--- src/rtl/core/skt_pkg.sv ---
`default_nettype none

package skt_pkg;

    localparam int CAPACITY_DEFAULT = 64;

    // operation codes carried in the mode field
    localparam logic [1:0] MODE_INSERT = 2'd0;
    localparam logic [1:0] MODE_DELETE = 2'd1;
    localparam logic [1:0] MODE_LOOKUP = 2'd2;
    localparam logic [1:0] MODE_READ   = 2'd3;

    // result status codes
    localparam logic [1:0] STAT_OK        = 2'd0;
    localparam logic [1:0] STAT_FULL      = 2'd1;
    localparam logic [1:0] STAT_NOT_FOUND = 2'd2;
    localparam logic [1:0] STAT_RANGE     = 2'd3;

    typedef struct packed {
        logic [1:0]         mode;
        logic signed [31:0] key;
        logic [15:0]        handle;
        logic [5:0]         position;
    } t_in_item;

    typedef struct packed {
        logic               found;
        logic [15:0]        out_handle;
        logic signed [31:0] out_key;
        logic [6:0]         entry_count;
        logic [1:0]         status;
    } t_out_item;

    typedef struct packed {
        logic signed [31:0] key;
        logic [15:0]        handle;
    } t_entry;

endpackage

`default_nettype wire

--- src/rtl/core/sorted_key_table.sv ---
// sorted_key_table: entries of (signed key, handle) kept in ascending key order
// in one single-port-read, single-port-write memory with a registered read.
// Input channel i_in_valid/o_in_ready carries one operation per transaction:
// insert, delete by key, lookup by key, or read by position. Output channel
// o_out_valid/i_out_ready returns exactly one result per operation.
// One operation is worked on at a time; the sequencer walks the memory, one
// entry per cycle, through a read-compare-write loop on the shared ports:
//   insert        : shift from the top down to the slot, then place the entry
//   delete        : search, then close the gap
//   lookup        : linear search from position 0
//   read, refused : one read by position, or a result at once with no walk
// A new operation is taken once the previous result sits in the output
// register, so a result waiting on a stalled receiver does not block the next
// operation's work; only the hand-over of the following result waits.
// Reset clears the entry count and the handshake state; memory contents are
// left as they are, since only positions below the count are ever read.
`default_nettype none

module sorted_key_table #(
    parameter int CAPACITY = skt_pkg::CAPACITY_DEFAULT
) (
    input  wire                 i_clk,
    input  wire                 i_rst_n,
    input  wire                 i_in_valid,
    output logic                o_in_ready,
    input  skt_pkg::t_in_item   i_in_item,
    output logic                o_out_valid,
    input  wire                 i_out_ready,
    output skt_pkg::t_out_item  o_out_item
);

    localparam int AW = $clog2(CAPACITY);
    localparam int CW = $clog2(CAPACITY + 1);

    localparam logic [2:0] S_IDLE    = 3'd0;
    localparam logic [2:0] S_INS     = 3'd1;
    localparam logic [2:0] S_INS_PUT = 3'd2;
    localparam logic [2:0] S_SRCH    = 3'd3;
    localparam logic [2:0] S_DEL     = 3'd4;
    localparam logic [2:0] S_RDP     = 3'd5;
    localparam logic [2:0] S_DONE    = 3'd6;

    // entry memory and its registered read data
    skt_pkg::t_entry r_mem [CAPACITY];
    skt_pkg::t_entry r_rdata;

    logic [2:0]          r_state, n_state;
    logic [CW-1:0]       r_idx, n_idx;
    logic [CW-1:0]       r_count, n_count;
    skt_pkg::t_in_item   r_item, n_item;
    skt_pkg::t_out_item  r_res, n_res;
    skt_pkg::t_out_item  r_out, n_out;
    logic                r_out_valid, n_out_valid;

    logic                mem_we;
    logic [AW-1:0]       mem_wa;
    skt_pkg::t_entry     mem_wd;
    logic                mem_re;
    logic [AW-1:0]       mem_ra;

    logic [CW-1:0]       idx_p1;
    logic [CW-1:0]       idx_m1;
    logic [CW:0]         idx_p2;
    logic [31:0]         count_wide;
    skt_pkg::t_entry     new_entry;

    assign idx_p1     = r_idx + CW'(1);
    assign idx_m1     = r_idx - CW'(1);
    assign idx_p2     = {1'b0, r_idx} + (CW + 1)'(2);
    assign count_wide = 32'(r_count);
    assign new_entry  = '{key: r_item.key, handle: r_item.handle};

    assign o_in_ready  = (r_state == S_IDLE);
    assign o_out_valid = r_out_valid;
    assign o_out_item  = r_out;

    always_comb begin
        n_state     = r_state;
        n_idx       = r_idx;
        n_count     = r_count;
        n_item      = r_item;
        n_res       = r_res;
        n_out       = r_out;
        n_out_valid = r_out_valid && !i_out_ready;
        mem_we      = 1'b0;
        mem_wa      = '0;
        mem_wd      = r_rdata;
        mem_re      = 1'b0;
        mem_ra      = '0;

        unique case (r_state)
            S_IDLE: begin
                if (i_in_valid) begin
                    n_item = i_in_item;
                    n_res  = '0;
                    n_idx  = '0;
                    unique case (i_in_item.mode)
                        skt_pkg::MODE_INSERT: begin
                            if (r_count == CW'(CAPACITY)) begin
                                n_res.status = skt_pkg::STAT_FULL;
                                n_state      = S_DONE;
                            end else if (r_count == '0) begin
                                // empty table: place the entry at the bottom
                                mem_we  = 1'b1;
                                mem_wa  = '0;
                                mem_wd  = '{key: i_in_item.key, handle: i_in_item.handle};
                                n_count = r_count + CW'(1);
                                n_state = S_DONE;
                            end else begin
                                // walk down from the top, shifting greater keys up
                                n_idx   = r_count;
                                mem_re  = 1'b1;
                                mem_ra  = AW'(r_count - CW'(1));
                                n_state = S_INS;
                            end
                        end
                        skt_pkg::MODE_DELETE, skt_pkg::MODE_LOOKUP: begin
                            if (r_count == '0) begin
                                n_res.status = skt_pkg::STAT_NOT_FOUND;
                                n_state      = S_DONE;
                            end else begin
                                mem_re  = 1'b1;
                                mem_ra  = '0;
                                n_state = S_SRCH;
                            end
                        end
                        skt_pkg::MODE_READ: begin
                            if (32'(i_in_item.position) >= count_wide) begin
                                n_res.status = skt_pkg::STAT_RANGE;
                                n_state      = S_DONE;
                            end else begin
                                mem_re  = 1'b1;
                                mem_ra  = AW'(i_in_item.position);
                                n_state = S_RDP;
                            end
                        end
                        default: n_state = S_IDLE;
                    endcase
                end
            end

            S_INS: begin
                // r_rdata holds the entry just below slot r_idx
                mem_we = 1'b1;
                mem_wa = r_idx[AW-1:0];
                if (r_rdata.key > r_item.key) begin
                    mem_wd = r_rdata;
                    n_idx  = idx_m1;
                    if (idx_m1 == '0) begin
                        n_state = S_INS_PUT;
                    end else begin
                        mem_re = 1'b1;
                        mem_ra = AW'(idx_m1 - CW'(1));
                    end
                end else begin
                    mem_wd  = new_entry;
                    n_count = r_count + CW'(1);
                    n_state = S_DONE;
                end
            end

            S_INS_PUT: begin
                mem_we  = 1'b1;
                mem_wa  = r_idx[AW-1:0];
                mem_wd  = new_entry;
                n_count = r_count + CW'(1);
                n_state = S_DONE;
            end

            S_SRCH: begin
                if (r_rdata.key == r_item.key) begin
                    n_res.found      = 1'b1;
                    n_res.out_key    = r_rdata.key;
                    n_res.out_handle = r_rdata.handle;
                    if (r_item.mode == skt_pkg::MODE_LOOKUP) begin
                        n_state = S_DONE;
                    end else if (idx_p1 < r_count) begin
                        // close the gap from the entry above
                        mem_re  = 1'b1;
                        mem_ra  = idx_p1[AW-1:0];
                        n_state = S_DEL;
                    end else begin
                        n_count = r_count - CW'(1);
                        n_state = S_DONE;
                    end
                end else if (idx_p1 == r_count) begin
                    n_res.status = skt_pkg::STAT_NOT_FOUND;
                    n_state      = S_DONE;
                end else begin
                    n_idx  = idx_p1;
                    mem_re = 1'b1;
                    mem_ra = idx_p1[AW-1:0];
                end
            end

            S_DEL: begin
                // r_rdata holds the entry at r_idx + 1; move it down
                mem_we = 1'b1;
                mem_wa = r_idx[AW-1:0];
                mem_wd = r_rdata;
                n_idx  = idx_p1;
                if (idx_p2 < {1'b0, r_count}) begin
                    mem_re = 1'b1;
                    mem_ra = idx_p2[AW-1:0];
                end else begin
                    n_count = r_count - CW'(1);
                    n_state = S_DONE;
                end
            end

            S_RDP: begin
                n_res.found      = 1'b1;
                n_res.out_key    = r_rdata.key;
                n_res.out_handle = r_rdata.handle;
                n_state          = S_DONE;
            end

            S_DONE: begin
                // hand over once the output register is free
                if (!r_out_valid || i_out_ready) begin
                    n_out             = r_res;
                    n_out.entry_count = count_wide[6:0];
                    n_out_valid       = 1'b1;
                    n_state           = S_IDLE;
                end
            end

            default: n_state = S_IDLE;
        endcase
    end

    always_ff @(posedge i_clk) begin
        if (!i_rst_n) begin
            r_state     <= S_IDLE;
            r_count     <= '0;
            r_out_valid <= 1'b0;
        end else begin
            r_state     <= n_state;
            r_count     <= n_count;
            r_out_valid <= n_out_valid;
        end
    end

    always_ff @(posedge i_clk) begin
        r_idx  <= n_idx;
        r_item <= n_item;
        r_res  <= n_res;
        r_out  <= n_out;
    end

    always_ff @(posedge i_clk) begin
        if (mem_we) begin
            r_mem[mem_wa] <= mem_wd;
        end
    end

    always_ff @(posedge i_clk) begin
        if (mem_re) begin
            r_rdata <= r_mem[mem_ra];
        end
    end

endmodule

`default_nettype wire
--- config.mk ---
export PLATFORM = sky130hd
export DESIGN_NAME = sorted_key_table
export DESIGN_NICKNAME = d
export VERILOG_FILES = /design/src/rtl/core/skt_pkg.sv /design/src/rtl/core/sorted_key_table.sv
export SDC_FILE = /design/constraint.sdc
export NUM_CORES = 2
export LEC_CHECK = 0
export BUFFER_PORTS_ARGS = -buffer_cell sky130_fd_sc_hd__buf_4
export CAP_MARGIN = 30
export CORE_ASPECT_RATIO = 0.9
export CORE_MARGIN = 2
export CORE_UTILIZATION = 40
export CTS_CLUSTER_DIAMETER = 100
export DETAILED_ROUTE_END_ITERATION = 8
export SYNTH_ARGS = -nofsm -noshare
export SYNTH_HDL_FRONTEND = slang
export SYNTH_SLANG_ARGS = --single-unit
export TNS_END_PERCENT = 5
--- constraint.sdc ---
create_clock -name i_clk -period 7.2 [get_ports i_clk]
set_clock_uncertainty 0.1 [all_clocks]
set_input_delay 0.36 -clock i_clk [delete_from_list [all_inputs] [get_ports i_clk]]
set_output_delay 0.36 -clock i_clk [all_outputs]
set_load 0.01 [all_outputs]
### Word level (Yosys, flattened, before mapping)

Memory sizes are Yosys's and may differ from the RTL's. A register that Yosys moved wholly into a read port is not among the register bits.
Cells that the tools add are included.

| storage, ports and cells | value |
|---|---|
| output and inout bits | 60 |
| register bits after elaboration | 177 |
| ROM bits | 0 |
| bits in latches | 0 |
| RAM bits | 3,072 |
| input port bits | 60 |
| memories | 1 |
| logic and storage cells | 163 |

Memory list:

| name | depth | width | rd ports | clocked after memory_dff | wr ports | line | source |
|---|---|---|---|---|---|---|---|
| r_mem | 64 | 48 | 1 | 1 | 1 | sorted_key_table.sv:44 | `skt_pkg::t_entry r_mem [CAPACITY];` |

| cells by class | value |
|---|---|
| magnitude comparators | 4 |
| reductions and logical operators | 22 |
| multiply operators | 0 |
| $add $sub $neg | 6 |
| shifts and indexed selects | 0 |
| div/mod/pow operators | 0 |
| multiplexer cells | 85 |
| bitwise logic cells | 0 |
| equal/unequal tests | 29 |

Operator list:

| kind | count |
|---|---|
| $mux 48 | 5 |
| $pmux 49 s3 | 1 |
| $pmux 48 s3 | 1 |
| $mux 7 | 16 |
| $mux 6 | 12 |
| $mux 58 | 1 |
| $mux 49 | 1 |
| $pmux 7 s5 | 1 |
| $eq 32x32->1 | 1 |
| $gt 32x32->1 | 1 |
| $mux 3 | 10 |
| $pmux 7 s4 | 1 |
| $ne 2x2->1 const B | 12 |
| $pmux 6 s4 | 1 |
| $mux 1 | 20 |
| $pmux 3 s6 | 1 |
| $pmux 6 s3 | 1 |
| $add 7x1->7 const B | 2 |
| $logic_not 7->1 | 2 |
| $mux 2 | 7 |
| $sub 7x1->7 const B | 2 |
| $reduce_and 10->1 | 1 |
| $reduce_and 5->1 | 2 |
| $eq 3x3->1 const B | 3 |
| 33 further kinds | 41 |

### Depth between registers and ports, before layout

| depth | value |
|---|---|
| depth after elaboration | 8 |
| gate-level depth with buffers | 23 |
| mapped depth without buffers | 17 |

### Worst setup path after synthesis

OpenSTA, ideal clock, no wires.

| path | value |
|---|---|
| kind | reg2reg |
| from | register r_state[2] |
| to | memory r_mem[16][0] (netlist bit) (enable) |
| path buffers | 3 |
| stages on the path, launching flop included | 10 |
| clock period less this slack | 5.410 ns |
| arrival | 4.856 ns |
| setup slack | 1.790 ns |
| required time | 6.646 ns |
| library setup time | 0.454 ns |
| path through | dfxtp_1 buf_2 nor3_1 nand2_1 clkinv_1 and3_1 clkbuf_1 clkbuf_1 a21oi_1 nor2_1 |

| between the ends | value |
|---|---|
| elaborated cells on any way between the ends | 9 |
| those cells by class | eq/ne (3); mux (4); reduce/logical (2) |

RTL lines:

| item | line | source |
|---|---|---|
| from (decl) | sorted_key_table.sv:47 | `logic [2:0] r_state, n_state;` |
| from (signal assigned) | sorted_key_table.sv:238 | `r_state <= n_state;` |
| $logic_not 3->1 | -- |  |
| via o_in_ready | sorted_key_table.sv:25 | `output logic o_in_ready,` |
| $pmux 1 s2 | sorted_key_table.sv:91 | `unique case (r_state)` |
| $mux 1 | sorted_key_table.sv:252 | `if (mem_we) begin` |
| $mux 1 (not written as such) | sorted_key_table.sv:253 | `r_mem[mem_wa] <= mem_wd;` |
| to (decl) | sorted_key_table.sv:44 |  |

The timed path passes the listed nets, and every way through them passes these cells.

### Worst setup path in the final report

| path | value |
|---|---|
| from | register r_idx[1] |
| to | register r_rdata[39] (netlist name) |

| between the ends | value |
|---|---|
| word-level cells in the longest chain between the ends | 6 |
| elaborated cells on any way between the ends | 24 |
| those cells by class | add/sub (4); order compare (2); eq/ne (1); mux (16); reduce/logical (1) |

Ends and longest elaborated chain:

| item | line | source |
|---|---|---|
| from (decl) | sorted_key_table.sv:48 | `logic [CW-1:0] r_idx, n_idx;` |
| from (signal assigned) | sorted_key_table.sv:245 | `r_idx <= n_idx;` |
| $add 7x1->7 | sorted_key_table.sv:67 | `assign idx_p1 = r_idx + CW'(1);` |
| $lt 7x7->1 | sorted_key_table.sv:177 | `end else if (idx_p1 < r_count) begin` |
| $mux 6 / $mux 1 (equally long branches) | sorted_key_table.sv:177 |  |
| $mux 6 / $mux 1 (equally long branches) | sorted_key_table.sv:175 | `if (r_item.mode == skt_pkg::MODE_LOOKUP) begin` |
| $mux 6 / $mux 1 (equally long branches) | sorted_key_table.sv:171 | `if (r_rdata.key == r_item.key) begin` |
| $pmux 6 s4 / $pmux 1 s4 (equally long branches) | sorted_key_table.sv:91 |  |

Several ways; a longest one is shown, not always the timed one.
A chain may end at the register's enable or synchronous reset.

==> flow_summary.ini <==
[job]
cap_violations = 0

[grt]
grt_overflow_total = 0
grt_usage_pct = 25.1
grt_antenna_before_repair = 22
grt_pass1_vias = 80700
grt_pass1_wl_um = 606000
grt_max_degree = 148

[setup_path]
crit_fanout = 29
rrSetupSlack_ns = 0.30
startpoint_type = flip-flop
cp.arrival_ns = 7.22
worstSetupPathType = reg -> reg
required_ns = 7.52
end_kind = flip-flop

[synth]
synthArstFlopShare_pct = 0
synthDistinctLibCells = 90
synth_seq_cells = 3297
synth_top_family_by_area = simple AND/OR/NAND/NOR gates
synth_compound_area_share_pct = 6.82
synth-xor-area-share_pct = 0.179
dominantRegCellSynth = edfxtp_1
synthTopCellsByArea = edfxtp_1 (75%), nand2_1 (6.7%), nand3_1 (3.2%)
ys_seq_area_share_pct = 74.8
yosys.cell_count.top_type = edfxtp_1
yosysTopAreaCell = edfxtp_1
yosysWarnings = 0
synth_common_cells = edfxtp_1 (3286), nand2_1 (2354), nand3_1 (858)
syn_nets = 9546
synthMuxAreaShare_pct = 2.49
synth_fa_ha_area_share_pct = 0.596
syn_area_um2 = 132000
synthSimpleGateAreaFrac_pct = 12.5
avgSynthCellArea_um2 = 14.0
synth-edff-count = 3286
syn_inst = 9423
synth_top_area_share_pct = 74.7

[finish]
fillCellCount = 28400
nets = 9842
drive_gt1_share_pct = 11.9
final_cells = 14300
finalInstanceArea_um2 = 152000
area_growth_pct = 14.8

[placement]
dp.cells = 13700
placed_area_um2 = 141000
place.gp.congestion = 0.877
dp_hpwl_um = 242000
numPortBuffers = 119

[sta]
worstMarginPinSlew_ns = 1.12
period_share_pct = 95.9
maxSlewHeadroom_pct = 25.6
hold_viol = 0
finalSetupViolCount = 0
min_period_ns = 6.90
hold_slack_ns = 0.0799
maxSlewViolCount = 0
tns_ns = 0
rsz0062_at_grt = false
max_freq_mhz = 145

[cts]
worstSkewPairLatency_ns = 0.93
post_cts_buffers = 0
clock-sinks = 3297
cts_tree = done
clockBufferDepth = 4
numCtsBuffers = 340
htree_levels = 5
clk_pin_slew_ns = 0.06
cts_root_buf = clkbuf_16

[floorplanning]
core_um2 = 329000
initial_utilization_pct = 40.1
die_area_um2 = 335000
die_h_um = 549
fp.dieW_um = 610
io_pins = 120
rows = 200

[drt]
wl_per_cell_um = 30.2
drt_wl_total_um = 432000
dr.pass1.iters = 6
vias = 86400
drc = 0
drt_iter0_drc = 13900
post_drt_via_cell_ratio = 6.04
postRouteAntennaNets = 0

[pwr]
vdd_drop_max_uv = 584
power_density_nw_per_um2 = 497
p_leak_nw = 51.5

[hold_path]
hold_path.class = in -> reg

[run_status]
status = complete, no violations
through the flow:
step	utilization [%]	power [W]	setup WS (ns)
2_1_floorplan	-	0.0449	1.79
3_3_place_gp	42.5	0.0571	0.117
3_5_place_dp	42.7	0.0578	0.489
4_1_cts	46.0	0.0747	0.473
5_1_grt	46.1	0.0780	0.0352
6_report	46.1	0.0755	0.298
critical path, stage by stage (launching register included):
cell and delay [ns]:
edfxtp_1 0.59, ha_1 0.34, nand2_1 0.10, xor2_1 0.32, inv_1 0.18, ha_1 0.31
nand4_1 0.11, nor3_1 0.33, a21oi_1 0.12, o21ba_2 0.30, a221o_4 0.76, nor2_4 0.71
buf_12 0.36, buf_12 0.22, nand3_1 0.10, a32o_1 0.32, o21ai_0 0.10, and4_1 0.30
nand4_1 0.62
layout by cell type (no fill, tap or decap), types with 94 or more instances in the layout:
cell type / count
nand3_1: 856
and3_1: 263
edfxtp_1: 3286
a21oi_1: 305
buf_4: 411
nand2_1: 2352
mux2i_1: 181
clkbuf_16: 345
a311oi_1: 128
o21ai_0: 94
a31oi_1: 179
buf_12: 103
worst paths after layout:
| check | cells past startpoint | endpoint | from |
|---|---|---|---|
| worst min-delay path | 2 | new_entry[19] | i_in_item[25] |
| worst max register to register | 18 | r_rdata[39] | r_idx[1] |
| worst min register to register | 0 | o_out_item[25] | r_res[25] |
| worst max-delay path | 18 | r_rdata[39] | r_idx[1] |
kinds of logic after synthesis:
kind of cell             count (synthesis)
XOR/XNOR                                27
AND/OR/NAND/NOR                       3791
flip-flops                            3297
adder cells (fa/ha/maj)                 63
multiplexers                           257
AO/OA/AOI/OAI                         1254
buffers and inverters                  734
report_power, final:
part           internal (W)  total [W]  switching (W)
Clock               0.00961     0.0170        0.00738
Combinational       0.00799     0.0302         0.0222
Sequential           0.0274     0.0283       0.000869
routing by layer:
metal | wire [um] | global-route usage [%]
met4 | 13800 | 7.48
met1 | 171000 | 35.7
met5 | 443 | 0.809
met3 | 56900 | 6.45
met2 | 189000 | 37.7
area by class of cell:
type	instances	area, um^2	share of cell area (%)
clock buffers	430	8950	5.90
well taps	4343	5430	3.58
diodes	4	10.0	0.00660
flip-flops and latches	3297	98900	65.2
multi-input cells	5392	30600	20.1
clock inverters	160	1550	1.02
repair buffers	587	5940	3.92
inverters	101	379	0.250
state kept, by name (all words and copies together) (netlist names):
name and cells:
r_rdata 48, r_mem 3072, r_item 2, new_entry 48, r_state 3, o_out_valid 1
o_out_item 58, r_idx 7, r_count 7, r_res 51
timing repair:
action / 4_1_cts / 5_1_grt
hold endpoints to repair: 121 / 0
hold buffers: 54 / 0
gates resized for setup: 0 / 2
setup endpoints to repair: 0 / 2
(Power assumes the default switching activity.)
